## config.mk

```make
export PLATFORM = sky130hd
export DESIGN_NAME = keyed_deque_with_search
export DESIGN_NICKNAME = d
export VERILOG_FILES = /design/src/hw/rtl/kdq_pkg.sv /design/src/hw/rtl/kdq_store.sv /design/src/hw/rtl/kdq_alu.sv /design/src/hw/rtl/kdq_ctrl.sv /design/src/hw/rtl/keyed_deque_with_search.sv
export SDC_FILE = /design/constraint.sdc
export NUM_CORES = 1
export LEC_CHECK = 0
export BUFFER_PORTS_ARGS = -buffer_cell sky130_fd_sc_hd__buf_2
export CELL_PAD_IN_SITES_DETAIL_PLACEMENT = 1
export CELL_PAD_IN_SITES_GLOBAL_PLACEMENT = 1
export CORE_UTILIZATION = 40
export DETAILED_ROUTE_END_ITERATION = 10
export PLACE_DENSITY_LB_ADDON = 0.1
export SLEW_MARGIN = 10
export SYNTH_ARGS = -nofsm -noshare
export SYNTH_HDL_FRONTEND = slang
export SYNTH_SLANG_ARGS = --single-unit
```

## constraint.sdc

```tcl
create_clock -name clk -period 4.7 [get_ports clk]
set_input_delay 0.47 -clock clk [delete_from_list [all_inputs] [get_ports clk]]
set_output_delay 0.47 -clock clk [all_outputs]
set_load 0.05 [all_outputs]
```

## src/hw/rtl/kdq_pkg.sv

```systemverilog
// Shared types and codes for the keyed deque with search.
// No dependencies.
`default_nettype none

package kdq_pkg;

	// Request codes
	localparam logic [2:0] REQ_PUSH_BACK  = 3'd0;
	localparam logic [2:0] REQ_PUSH_FRONT = 3'd1;
	localparam logic [2:0] REQ_POP_FRONT  = 3'd2;
	localparam logic [2:0] REQ_POP_BACK   = 3'd3;
	localparam logic [2:0] REQ_SEARCH     = 3'd4;
	localparam logic [2:0] REQ_CREDIT     = 3'd5;

	// Result status codes
	localparam logic [1:0] STAT_OK    = 2'd0;
	localparam logic [1:0] STAT_EMPTY = 2'd1;
	localparam logic [1:0] STAT_FULL  = 2'd2;
	localparam logic [1:0] STAT_MISS  = 2'd3;

	localparam int unsigned KEY_W   = 31;
	localparam int unsigned BAL_W   = 32;
	localparam int unsigned CNT_OUT_W = 5;

	localparam logic [15:0] CREDIT_RESET = 16'd100;
	localparam logic [BAL_W-1:0] BAL_MAX = 32'h7FFF_FFFF;

	typedef enum logic [1:0] {
		S_IDLE,
		S_DISPATCH,
		S_SCAN,
		S_FINISH
	} state_t;

	// Write strobes into the record store
	typedef struct packed {
		logic key;
		logic bal;
	} mem_we_t;

	// Compare / saturating add unit result
	typedef struct packed {
		logic             match;
		logic [BAL_W-1:0] sat_bal;
	} alu_res_t;

endpackage

`default_nettype wire

```

## src/hw/rtl/kdq_store.sv

```systemverilog
// Record store: key and balance arrays, one write port, one registered read port.
// Depends on kdq_pkg.
`default_nettype none

module kdq_store
	import kdq_pkg::*;
#(
	parameter int unsigned DEPTH = 16,
	parameter int unsigned AW    = 4
) (
	input  logic             clk,
	input  mem_we_t          we,
	input  logic [AW-1:0]    wr_addr,
	input  logic [KEY_W-1:0] wr_key,
	input  logic [BAL_W-1:0] wr_bal,
	input  logic [AW-1:0]    rd_addr,
	output logic [KEY_W-1:0] rd_key,
	output logic [BAL_W-1:0] rd_bal
);

	logic [KEY_W-1:0] key_mem [DEPTH];
	logic [BAL_W-1:0] bal_mem [DEPTH];

	// Write port
	always_ff @(posedge clk) begin
		if (we.key) begin
			key_mem[wr_addr] <= wr_key;
		end
		if (we.bal) begin
			bal_mem[wr_addr] <= wr_bal;
		end
	end

	// Registered read port
	always_ff @(posedge clk) begin
		rd_key <= key_mem[rd_addr];
		rd_bal <= bal_mem[rd_addr];
	end

endmodule

`default_nettype wire

```

## src/hw/rtl/kdq_alu.sv

```systemverilog
// Shared compare and saturating-add unit used by every scan step.
// Depends on kdq_pkg.
`default_nettype none

module kdq_alu
	import kdq_pkg::*;
(
	input  logic [KEY_W-1:0] rd_key,
	input  logic [KEY_W-1:0] ref_key,
	input  logic [BAL_W-1:0] rd_bal,
	input  logic [15:0]      credit,
	output alu_res_t         res
);

	logic [BAL_W:0] sum;

	// Signed balance plus unsigned credit, one extra bit for overflow
	assign sum = {rd_bal[BAL_W-1], rd_bal} + {{(BAL_W-15){1'b0}}, credit};

	assign res.match   = (rd_key == ref_key);
	// only positive overflow is possible
	assign res.sat_bal = (sum[BAL_W:BAL_W-1] == 2'b01) ? BAL_MAX : sum[BAL_W-1:0];

endmodule

`default_nettype wire

```

## src/hw/rtl/kdq_ctrl.sv

```systemverilog
// Sequencer of the keyed deque: ring pointers, scan walk and result register.
// Depends on kdq_pkg; drives kdq_store and reads kdq_alu.
`default_nettype none

module kdq_ctrl
	import kdq_pkg::*;
#(
	parameter int unsigned CAPACITY = 16,
	parameter int unsigned PW       = 4,
	parameter int unsigned CW       = 5
) (
	input  logic             clk,
	input  logic             arst_n,
	// request channel
	input  logic             in_valid,
	output logic             in_stall,
	input  logic [2:0]       req_type,
	input  logic [KEY_W-1:0] key,
	input  logic [BAL_W-1:0] new_balance,
	// result channel
	output logic             out_valid,
	input  logic             out_stall,
	output logic [1:0]       status,
	output logic [BAL_W-1:0] balance,
	output logic [CNT_OUT_W-1:0] count,
	// store
	output mem_we_t          mem_we,
	output logic [PW-1:0]    wr_addr,
	output logic [KEY_W-1:0] wr_key,
	output logic [BAL_W-1:0] wr_bal,
	output logic [PW-1:0]    rd_addr,
	input  logic [BAL_W-1:0] rd_bal,
	// compare unit
	output logic [KEY_W-1:0] ref_key,
	input  alu_res_t         alu_res
);

	localparam int unsigned SW = CW + 1;
	localparam logic [PW-1:0] LAST_POS = PW'(CAPACITY - 1);
	localparam logic [CW-1:0] FULL_CNT = CW'(CAPACITY);

	state_t state_q, state_d;

	logic [2:0]       req_q, req_d;
	logic [KEY_W-1:0] key_q, key_d;
	logic [BAL_W-1:0] nbal_q, nbal_d;
	logic [PW-1:0]    front_q, front_d;
	logic [CW-1:0]    cnt_q, cnt_d;
	logic [PW-1:0]    scan_pos_q, scan_pos_d;
	logic [CW-1:0]    scan_idx_q, scan_idx_d;
	logic [1:0]       res_status_q, res_status_d;
	logic [BAL_W-1:0] res_bal_q, res_bal_d;
	logic             out_valid_q, out_valid_d;
	logic [1:0]       out_status_q, out_status_d;
	logic [BAL_W-1:0] out_bal_q, out_bal_d;
	logic [CW-1:0]    out_cnt_q, out_cnt_d;
	logic [CW+CNT_OUT_W-1:0] cnt_ext;

	// Ring position helpers
	function automatic logic [PW-1:0] pos_inc(input logic [PW-1:0] p);
		return (p == LAST_POS) ? '0 : p + 1'b1;
	endfunction

	function automatic logic [PW-1:0] pos_dec(input logic [PW-1:0] p);
		return (p == '0) ? LAST_POS : p - 1'b1;
	endfunction

	// front + count, wrapped by one compare and subtract
	function automatic logic [PW-1:0] pos_back(input logic [PW-1:0] f, input logic [CW-1:0] c);
		logic [SW-1:0] s;
		s = SW'(f) + SW'(c);
		if (s >= SW'(CAPACITY)) begin
			s = s - SW'(CAPACITY);
		end
		return s[PW-1:0];
	endfunction

	// State and data registers
	always_ff @(posedge clk or negedge arst_n) begin
		if (!arst_n) begin
			state_q     <= S_IDLE;
			front_q     <= '0;
			cnt_q       <= '0;
			out_valid_q <= 1'b0;
		end else begin
			state_q     <= state_d;
			front_q     <= front_d;
			cnt_q       <= cnt_d;
			out_valid_q <= out_valid_d;
		end
	end

	always_ff @(posedge clk) begin
		req_q        <= req_d;
		key_q        <= key_d;
		nbal_q       <= nbal_d;
		scan_pos_q   <= scan_pos_d;
		scan_idx_q   <= scan_idx_d;
		res_status_q <= res_status_d;
		res_bal_q    <= res_bal_d;
		out_status_q <= out_status_d;
		out_bal_q    <= out_bal_d;
		out_cnt_q    <= out_cnt_d;
	end

	// Next state and outputs
	always_comb begin
		state_d      = state_q;
		req_d        = req_q;
		key_d        = key_q;
		nbal_d       = nbal_q;
		front_d      = front_q;
		cnt_d        = cnt_q;
		scan_pos_d   = scan_pos_q;
		scan_idx_d   = scan_idx_q;
		res_status_d = res_status_q;
		res_bal_d    = res_bal_q;
		out_status_d = out_status_q;
		out_bal_d    = out_bal_q;
		out_cnt_d    = out_cnt_q;
		out_valid_d  = out_valid_q && out_stall;
		in_stall     = 1'b1;
		mem_we       = '0;
		wr_addr      = scan_pos_q;
		wr_key       = key_q;
		wr_bal       = nbal_q;
		rd_addr      = scan_pos_q;

		case (state_q)
			S_IDLE: begin
				in_stall = 1'b0;
				if (in_valid) begin
					req_d   = req_type;
					key_d   = key;
					nbal_d  = new_balance;
					state_d = S_DISPATCH;
				end
			end
			S_DISPATCH: begin
				res_status_d = STAT_OK;
				res_bal_d    = '0;
				state_d      = S_FINISH;
				case (req_q)
					REQ_PUSH_BACK, REQ_PUSH_FRONT: begin
						if (cnt_q == FULL_CNT) begin
							res_status_d = STAT_FULL;
						end else begin
							mem_we = '{key: 1'b1, bal: 1'b1};
							if (req_q == REQ_PUSH_BACK) begin
								wr_addr = pos_back(front_q, cnt_q);
							end else begin
								wr_addr = pos_dec(front_q);
								front_d = pos_dec(front_q);
							end
							cnt_d = cnt_q + 1'b1;
						end
					end
					REQ_POP_FRONT, REQ_POP_BACK: begin
						if (cnt_q == '0) begin
							res_status_d = STAT_EMPTY;
						end else begin
							if (req_q == REQ_POP_FRONT) begin
								front_d = pos_inc(front_q);
							end
							cnt_d = cnt_q - 1'b1;
						end
					end
					REQ_SEARCH, REQ_CREDIT: begin
						if (cnt_q == '0) begin
							res_status_d = STAT_MISS;
						end else begin
							// start the walk at the front
							rd_addr    = front_q;
							scan_pos_d = front_q;
							scan_idx_d = '0;
							state_d    = S_SCAN;
						end
					end
					default: begin
					end
				endcase
			end
			S_SCAN: begin
				if (alu_res.match) begin
					res_status_d = STAT_OK;
					if (req_q == REQ_CREDIT) begin
						mem_we.bal = 1'b1;
						wr_bal     = alu_res.sat_bal;
						res_bal_d  = alu_res.sat_bal;
					end else begin
						res_bal_d = rd_bal;
					end
					state_d = S_FINISH;
				end else if (scan_idx_q + 1'b1 == cnt_q) begin
					res_status_d = STAT_MISS;
					res_bal_d    = '0;
					state_d      = S_FINISH;
				end else begin
					rd_addr    = pos_inc(scan_pos_q);
					scan_pos_d = pos_inc(scan_pos_q);
					scan_idx_d = scan_idx_q + 1'b1;
				end
			end
			S_FINISH: begin
				// load the result register once it is free
				if (!out_valid_q || !out_stall) begin
					out_valid_d  = 1'b1;
					out_status_d = res_status_q;
					out_bal_d    = res_bal_q;
					out_cnt_d    = cnt_q;
					state_d      = S_IDLE;
				end
			end
			default: begin
				state_d = S_IDLE;
			end
		endcase
	end

	assign ref_key   = key_q;
	assign cnt_ext   = (CW + CNT_OUT_W)'(out_cnt_q);
	assign out_valid = out_valid_q;
	assign status    = out_status_q;
	assign balance   = out_bal_q;
	assign count     = cnt_ext[CNT_OUT_W-1:0];

endmodule

`default_nettype wire

```

## src/hw/rtl/keyed_deque_with_search.sv

```systemverilog
// Top level of the keyed deque with search: credit register and unit wiring.
// Depends on kdq_pkg, kdq_store, kdq_alu and kdq_ctrl.
//
//   channel   handshake            payload
//   request   in_valid / in_stall  req_type, key, new_balance
//   result    out_valid / out_stall status, balance, count
//   config    cfg_wr_en            cfg_wr_data (credit_amount)
//
// Push, pop and unused codes: dispatch, then finish registers the result and
// returns to idle, where the next request is taken.
// Search and credit: dispatch, one scan step per entry compared, then finish;
// entries compared: 0 when empty, else 1..count; the single read port feeds one per cycle.
// Reset clears pointers, count, sequencer and sets credit to 100; the store
// is not cleared. A result held by out_stall holds the next one in finish.
`default_nettype none

module keyed_deque_with_search
	import kdq_pkg::*;
#(
	parameter int unsigned CAPACITY = 16
) (
	input  logic                 clk,
	input  logic                 arst_n,
	input  logic                 in_valid,
	output logic                 in_stall,
	input  logic [2:0]           req_type,
	input  logic [KEY_W-1:0]     key,
	input  logic signed [BAL_W-1:0] new_balance,
	output logic                 out_valid,
	input  logic                 out_stall,
	output logic [1:0]           status,
	output logic signed [BAL_W-1:0] balance,
	output logic [CNT_OUT_W-1:0] count,
	input  logic                 cfg_wr_en,
	input  logic [15:0]          cfg_wr_data
);

	localparam int unsigned PW = (CAPACITY > 1) ? $clog2(CAPACITY) : 1;
	localparam int unsigned CW = $clog2(CAPACITY + 1);

	logic [15:0]      credit_q;
	mem_we_t          mem_we;
	logic [PW-1:0]    wr_addr;
	logic [KEY_W-1:0] wr_key;
	logic [BAL_W-1:0] wr_bal;
	logic [PW-1:0]    rd_addr;
	logic [KEY_W-1:0] rd_key;
	logic [BAL_W-1:0] rd_bal;
	logic [KEY_W-1:0] ref_key;
	alu_res_t         alu_res;
	logic [BAL_W-1:0] bal_out;

	// Credit amount register
	always_ff @(posedge clk or negedge arst_n) begin
		if (!arst_n) begin
			credit_q <= CREDIT_RESET;
		end else if (cfg_wr_en) begin
			credit_q <= cfg_wr_data;
		end
	end

	kdq_store #(
		.DEPTH (CAPACITY),
		.AW    (PW)
	) u_store (
		.clk     (clk),
		.we      (mem_we),
		.wr_addr (wr_addr),
		.wr_key  (wr_key),
		.wr_bal  (wr_bal),
		.rd_addr (rd_addr),
		.rd_key  (rd_key),
		.rd_bal  (rd_bal)
	);

	kdq_alu u_alu (
		.rd_key  (rd_key),
		.ref_key (ref_key),
		.rd_bal  (rd_bal),
		.credit  (credit_q),
		.res     (alu_res)
	);

	kdq_ctrl #(
		.CAPACITY (CAPACITY),
		.PW       (PW),
		.CW       (CW)
	) u_ctrl (
		.clk         (clk),
		.arst_n      (arst_n),
		.in_valid    (in_valid),
		.in_stall    (in_stall),
		.req_type    (req_type),
		.key         (key),
		.new_balance (new_balance),
		.out_valid   (out_valid),
		.out_stall   (out_stall),
		.status      (status),
		.balance     (bal_out),
		.count       (count),
		.mem_we      (mem_we),
		.wr_addr     (wr_addr),
		.wr_key      (wr_key),
		.wr_bal      (wr_bal),
		.rd_addr     (rd_addr),
		.rd_bal      (rd_bal),
		.ref_key     (ref_key),
		.alu_res     (alu_res)
	);

	assign balance = bal_out;

endmodule

`default_nettype wire

```

== After elaboration in Yosys (flattened, before gate mapping) ==
Memories as Yosys holds them, arrays and structs flattened. A register that Yosys moved wholly into a read port is not among the register bits.
Index checks and enable logic that the tools add are counted.

* Div/mod/pow operators: 0
* Mux-type cells: 60
* Order comparisons: 1
* Shift-type cells: 0
* Multiply operators: 0
* Add/sub/neg operators: 9
* Reductions and logical operators: 20
* Bitwise gates (word level): 0
* Eq/ne operators: 25

{| class="wikitable"
|+ Operators with widths
! kind !! number
|-
| two-way mux 32 bit || 7
|-
| two-way mux 4 bit || 16
|-
| one-hot mux 32 bit (2 select lines) || 1
|-
| adder 32 x 17 -> 33 bit || 1
|-
| == test 31 bit || 1
|-
| two-way mux 5 bit || 6
|-
| two-way mux 2 bit || 10
|-
| one-hot mux 5 bit (2 select lines) || 2
|-
| inequality test 2 bit (second input constant) || 8
|-
| one-hot mux 4 bit (2 select lines) || 2
|-
| two-way mux 1 bit || 12
|-
| adder 5 x 1 -> 5 bit (second input constant) || 2
|-
| adder 4 x 1 -> 4 bit (second input constant) || 2
|-
| == test 4 bit (second input constant) || 2
|-
| one-hot mux 2 bit (4 select lines) || 1
|-
| subtractor 4 x 1 -> 4 bit (second input constant) || 2
|-
| adder 4 x 5 -> 6 bit || 1
|-
| == test 3 x 2 -> 1 bit (second input constant) || 2
|-
| == test 3 bit (second input constant) || 2
|-
| >= comparator 6 x 5 -> 1 bit (second input constant) || 1
|-
| one-hot mux 2 bit (3 select lines) || 1
|-
| AND reduction 2 bit || 3
|-
| AND reduction 6 bit || 1
|-
| OR reduction 2 bit || 3
|-
| 21 further kinds || 26
|}

* Memories: 2
* Flip-flop bits (word level): 176
* Memory bits (read-only): 0
* Logic and storage cells: 132
* Latch bits: 0
* Bits in writable memories: 1008
* Output and inout bits: 41

{| class="wikitable"
|+ Memory list
! name !! words !! bits a word !! read ports !! clocked after memory_dff !! write ports !! RTL line !! text
|-
| u_store.bal_mem || 16 || 32 || 1 || 1 || 1 || kdq_store.sv:22 || <nowiki>logic [BAL_W-1:0] bal_mem [DEPTH];</nowiki>
|-
| u_store.key_mem || 16 || 31 || 1 || 1 || 1 || kdq_store.sv:21 || <nowiki>logic [KEY_W-1:0] key_mem [DEPTH];</nowiki>
|}

== Longest topological paths before layout ==
* Depth in word-level cells: 7
* Gate-level depth with buffers: 16

== Modules after synthesis ==
A second synthesis with hierarchy kept.

* Cell total of the unflattened synthesis: 2387
* Area, all modules: 48481.5 µm²

{| class="wikitable"
|+ By module, submodules not included
! module !! cells an instance !! area each (µm²) !! times used
|-
| kdq_store || 1646 || 39090.0 || 1
|-
| kdq_ctrl || 458 || 7028.0 || 1
|-
| kdq_alu || 249 || 1710.4 || 1
|-
| keyed_deque_with_search || 34 || 653.1 || 1
|}

== Worst setup path after synthesis ==
OpenSTA, ideal clock, no wires.

* Path kind: register -> register
* Start: reg u_ctrl.key_q[2], in the netlist u_ctrl.ref_key[2]
* End: mem u_store.bal_mem[12][0], enable pin
* Arrival time: 3611 ps
* Setup time: 421 ps
* Stages on the path, launching flop included: 11
* Buffers on the path: 0
* Period minus slack after synthesis: 4033 ps
* Setup slack: 667 ps
* Data required time: 4279 ps
* Cell sequence: edfxtp_1 -> xor2_1 -> nor4_1 -> nand4_1 -> nor2_1 -> nand2_1 -> nor2_1 -> nor2_1 -> nor2_1 -> nand3_1 -> nor2_1

* Cells in the longest elaborated chain, start to end: 5

{| class="wikitable"
|+ RTL lines
! what !! RTL line !! text
|-
| start, declared || kdq_ctrl.sv:45 || <nowiki>logic [KEY_W-1:0] key_q, key_d;</nowiki>
|-
| start signal, assigned || kdq_ctrl.sv:95 || <nowiki>key_q <= key_d;</nowiki>
|-
| == test 31 bit || kdq_alu.sv:20 || <nowiki>assign res.match = (rd_key == ref_key);</nowiki>
|-
| two-way mux 1 bit || kdq_ctrl.sv:184 || <nowiki>if (alu_res.match) begin</nowiki>
|-
| one-hot mux 1 bit (2 select lines) || kdq_ctrl.sv:129 || <nowiki>case (state_q)</nowiki>
|-
| two-way mux 1 bit || kdq_store.sv:29 || <nowiki>if (we.bal) begin</nowiki>
|-
| two-way mux 1 bit (not written as such) || kdq_store.sv:30 || <nowiki>bal_mem[wr_addr] <= wr_bal;</nowiki>
|-
| end, declared || kdq_store.sv:22 ||
|}

No other way between the ends.

== Final worst setup path ==
* Start: reg u_ctrl.key_q[12], in the netlist u_ctrl.ref_key[12]
* End: reg u_store.rd_bal[18], read port of u_store.bal_mem

* Cells in the longest elaborated chain, start to end: 3

{| class="wikitable"
|+ RTL lines
! what !! RTL line !! text
|-
| == test 31 bit || kdq_alu.sv:20 ||
|-
| two-way mux 4 bit || -- ||
|-
| one-hot mux 4 bit (2 select lines) || -- ||
|-
| end, declared || kdq_store.sv:18 || <nowiki>output logic [BAL_W-1:0] rd_bal</nowiki>
|}

No other way between the ends.
A chain may end at the register's enable or synchronous reset.

==> summary.txt <==
Setup path
  • Crit Path Class: flop to flop
  • R2r startpoint: u_ctrl.ref_key[12]$_DFFE_PP_
  • CP startpoint kind: flop
  • R2R Setup Slk: approximately 0.23 ns
  • Worst Setup End Kind: flop
  • Worst-path fanout max: 33
  • WP data required: 5.29 ns
  • CP arrival: about 5.1 ns
  • Critical R2R Capture: u_store.rd_bal[18]$_DFF_P_
  • Worst-case reg-to-reg path depth: 12

Clock network
  • Sink Count: 1247
  • CTS tree: built
  • Max clock buf depth: 3
  • Register clock-pin slew on the reported worst setup and hold paths: approximately 0.060 ns
  • Worst-Skew Late Latency: 0.76 ns
  • Root Driver: clkbuf_16
  • H-tree depth: 4
  • CTS buffer count: 138

Floorplanning
  • Starting Density: 0.404
  • Core area: 122000 um2
  • Die ar.: 124000 um2
  • Die height: ~350 um
  • # IOs: 128
  • Die width: 353 um
  • Number of core rows: about 130

Worst hold path
  • Worst hold path class: primary input to flop
  • Hold EP: u_ctrl.state_q[1]$_DFFE_PN0P_
  • Hold path start: in_valid
  • Hold path depth: 4

Global routing
  • Initial antenna violation count: 0
  • M1 GR Usage: 0.294
  • First-pass GRT wire length: between 200000 and 250000 um
  • GR met3 Demand/Resource: 0.0309
  • Vias in the first global route: approximately 33000
  • Largest net degree at the start of global routing: 84
  • Most Crowded Layer GR: met2
  • GRT Total Usage: 0.224
  • Grt total ovfl: 0
  • Routing usage on met2: 0.386

Power and ir drop
  • Leakage power: roughly 0.020 uW
  • Overall power: 40400 uW
  • Worst IR Drop VDD: ~0.56 mV
  • PwrDens: 691 nW/um2

Timing
  • Clk_skew: 0.0315 ns
  • Pins Over Slew Limit: 0
  • Final setup TNS: 0 ns
  • Slew Limit Headroom: 0.217
  • Fmax: around 220 MHz
  • Final setup fails: 0
  • Minimum clock period: 4.47 ns
  • Worst-Margin Slew: roughly 1.2 ns
  • Fin. Hold Viols: 0
  • Unrepaired setup endpoints after global routing: no
  • Fin crit share: 0.952

Final layout
  • Layout Cells excl Fill: between 5000 and 6000
  • Antenna Cells: 0
  • Post-Layout Inst Area: 58500 um2
  • Share of layout cells above drive strength 1: 0.150
  • Area grow syn2layout: 18.8%
  • Nets: a little under 4000
  • # fillers: between 10000 and 15000

Synthesis
  • Mapped Avg Cell Area: ~14 um2
  • Sequential area share after synthesis: 0.745
  • Cells after synthesis: 3474
  • Synth cell types: 66
  • Synth Register Bits: 1247
  • Post-synth EDFFs: approximately 1200
  • Post-synth net total: 3596
  • FFs w/ async S/R, synth: 0.0225
  • Synth Flop Type: edfxtp_1
  • Mapped Area: a little under 50000 um2
  • Synth warn: 0

Detailed routing
  • Vias: ~30000
  • Routed Antenna Nets: 0
  • DRC violations left: 0
  • Drt pass-1 iters: 5
  • Via-per-instance ratio: 5.57
  • WL per Instance: ~25 um
  • 1st-iter DRT viols: 2375
  • DRT Wirelength: about 140000 um

Placement
  • Post-Place Cells: 5158
  • Routability-driven placement congestion ratio: ~0.82
  • Post-DP HPWL: 79600 um
  • Dpl cell area: about 53000 um2
  • # port buffers: between 100 and 150

Run status
  • Status: complete, no violations

Flow run
  • # Max-Cap Violations: 0
## synthesized netlist by cell type, types with 5 or more instances
cell type	n	area, um2
nor2_1	130	488
a211oi_1	20	150
a21o_1	16	120
nor4_1	20	125
clkbuf_1	121	454
buf_2	86	430
o21ai_0	25	125
buf_1	6	22.5
mux2i_1	20	200
a22oi_1	65	488
dfxtp_1	67	1340
xnor2_1	34	298
nand3_1	23	115
a32o_1	124	1240
o221ai_1	63	552
a31oi_1	7	43.8
xor2_1	44	385
nor2b_1	5	31.3
and2_1	14	87.6
o211ai_1	6	45.0
ha_1	32	400
nand4_1	6	37.5
buf_6	12	135
a32oi_1	125	1090
edfxtp_1	1152	34600
nor3_1	8	40.0
o21a_1	5	37.5
nand2_1	788	2960
dfrtp_1	25	626
nand2b_1	6	37.5
and4_1	7	61.3
and3_1	9	56.3
mux2_2	18	203
a21oi_1	308	1540
inv_1	28	105
## flip-flops by register name (all words and copies together), names as in the netlist
name                 count
u_ctrl.nbal_q           32
u_ctrl.cnt_q             5
u_ctrl.scan_pos_q        4
credit_q                16
u_ctrl.scan_idx_q        5
u_ctrl.state_q           2
u_store.rd_key          31
u_store.rd_bal          32
u_ctrl.balance          32
u_ctrl.front_q           4
u_ctrl.out_valid         1
u_ctrl.status            2
u_ctrl.res_status_q      2
u_ctrl.req_q             3
u_ctrl.ref_key          31
u_store.key_mem        496
u_store.bal_mem        512
u_ctrl.count             5
u_ctrl.res_bal_q        32
## worst max path at each step
stage	startpoint	to	cells after the start
floorplan	u_ctrl.ref_key[2]$_DFFE_PP_	u_store.bal_mem[12][0]$_DFFE_PP_	10
global placement	u_ctrl.ref_key[13]$_DFFE_PP_	u_store.rd_bal[31]$_DFF_P_	12
detailed placement	u_ctrl.ref_key[4]$_DFFE_PP_	u_store.rd_bal[31]$_DFF_P_	12
CTS	u_ctrl.ref_key[4]$_DFFE_PP_	u_store.rd_bal[31]$_DFF_P_	12
global route	u_ctrl.ref_key[17]$_DFFE_PP_	u_store.rd_bal[31]$_DFF_P_	12
finish	u_ctrl.ref_key[12]$_DFFE_PP_	u_store.rd_bal[18]$_DFF_P_	12
## repair_timing
item,4_1_cts,5_1_grt
hold buffers,84,0
hold endpoints to repair,108,0
gates resized for setup,0,2
setup endpoints to repair,0,62
setup buffers,0,4
## placed cells by master, fill, tap and decap left out, drive strengths merged, types with 58 or more instances in the layout
cell         synthesis  final
a32o               124    124
a22oi               65     65
clkinv               1     58
dlygate4sd3          0     84
buf                106    290
a32oi              125    125
edfxtp            1152   1152
nand2              788    788
o221ai              63     63
clkbuf             121    178
nor2               130    130
a21oi              308    308
dfxtp               67     67
## layout make-up
cell class	instances	area (um2)	share of cell area
clock buffers	178	3840	0.0657
multi-input cells	1970	11700	0.200
repair buffers	374	3350	0.0573
flip-flops and latches	1247	36600	0.627
inverters	30	120	0.00205
clock inverters	77	751	0.0128
well taps	1625	2030	0.0348
## logic make-up (layout without fill, tap and decap cells)
kind of cell	Yosys count	count (layout)	synth area share
AOI/OAI and AO/OA	794	794	0.116
xor gates and xnor gates	79	79	0.0143
adders and majority gates	35	35	0.00936
buffers and inverters	257	659	0.0238
DFF	1247	1247	0.745
muxes	39	39	0.00842
and+or+nand+nor	1023	1023	0.0831
## metal layers
layer	share of wire	vias to the layer above
met5	0	-
met4	0.025	0
met3	0.039	223
met2	0.50	699
met1	0.44	15800
li1	-	13900
## through the flow
| step | hold WS (ns) | utilization | setup slack [ns] |
|---|---|---|---|
| final | 0.228 | 0.480 | 0.226 |
| after global routing | 0.214 | 0.480 | 0.0253 |
| after global placement | 0.401 | 0.435 | 0.0551 |
| after detailed placement | 0.405 | 0.435 | 0.0348 |
| after floorplan | 0.174 | - | 0.667 |
| after CTS | 0.172 | 0.479 | 0.00541 |
## power by group
group / internal (uW) / total, uW / switching (uW)
registers: 13600 / 14400 / 757
clock network: 6540 / 10900 / 4370
logic: 5310 / 15100 / 9810
## critical path, stage by stage, from the launching register on
cell      delay, ns
edfxtp_1       0.61
xor2_1         0.28
nor4_1         0.47
nand4_1        0.40
o21ai_2        0.39
mux2_1         0.35
and2_4         0.25
inv_8          0.28
buf_12         0.26
buf_12         0.18
a21oi_1        0.08
a32o_1         0.23
o221ai_1       0.46
Note: power is estimated with default switching activity, not from simulation.
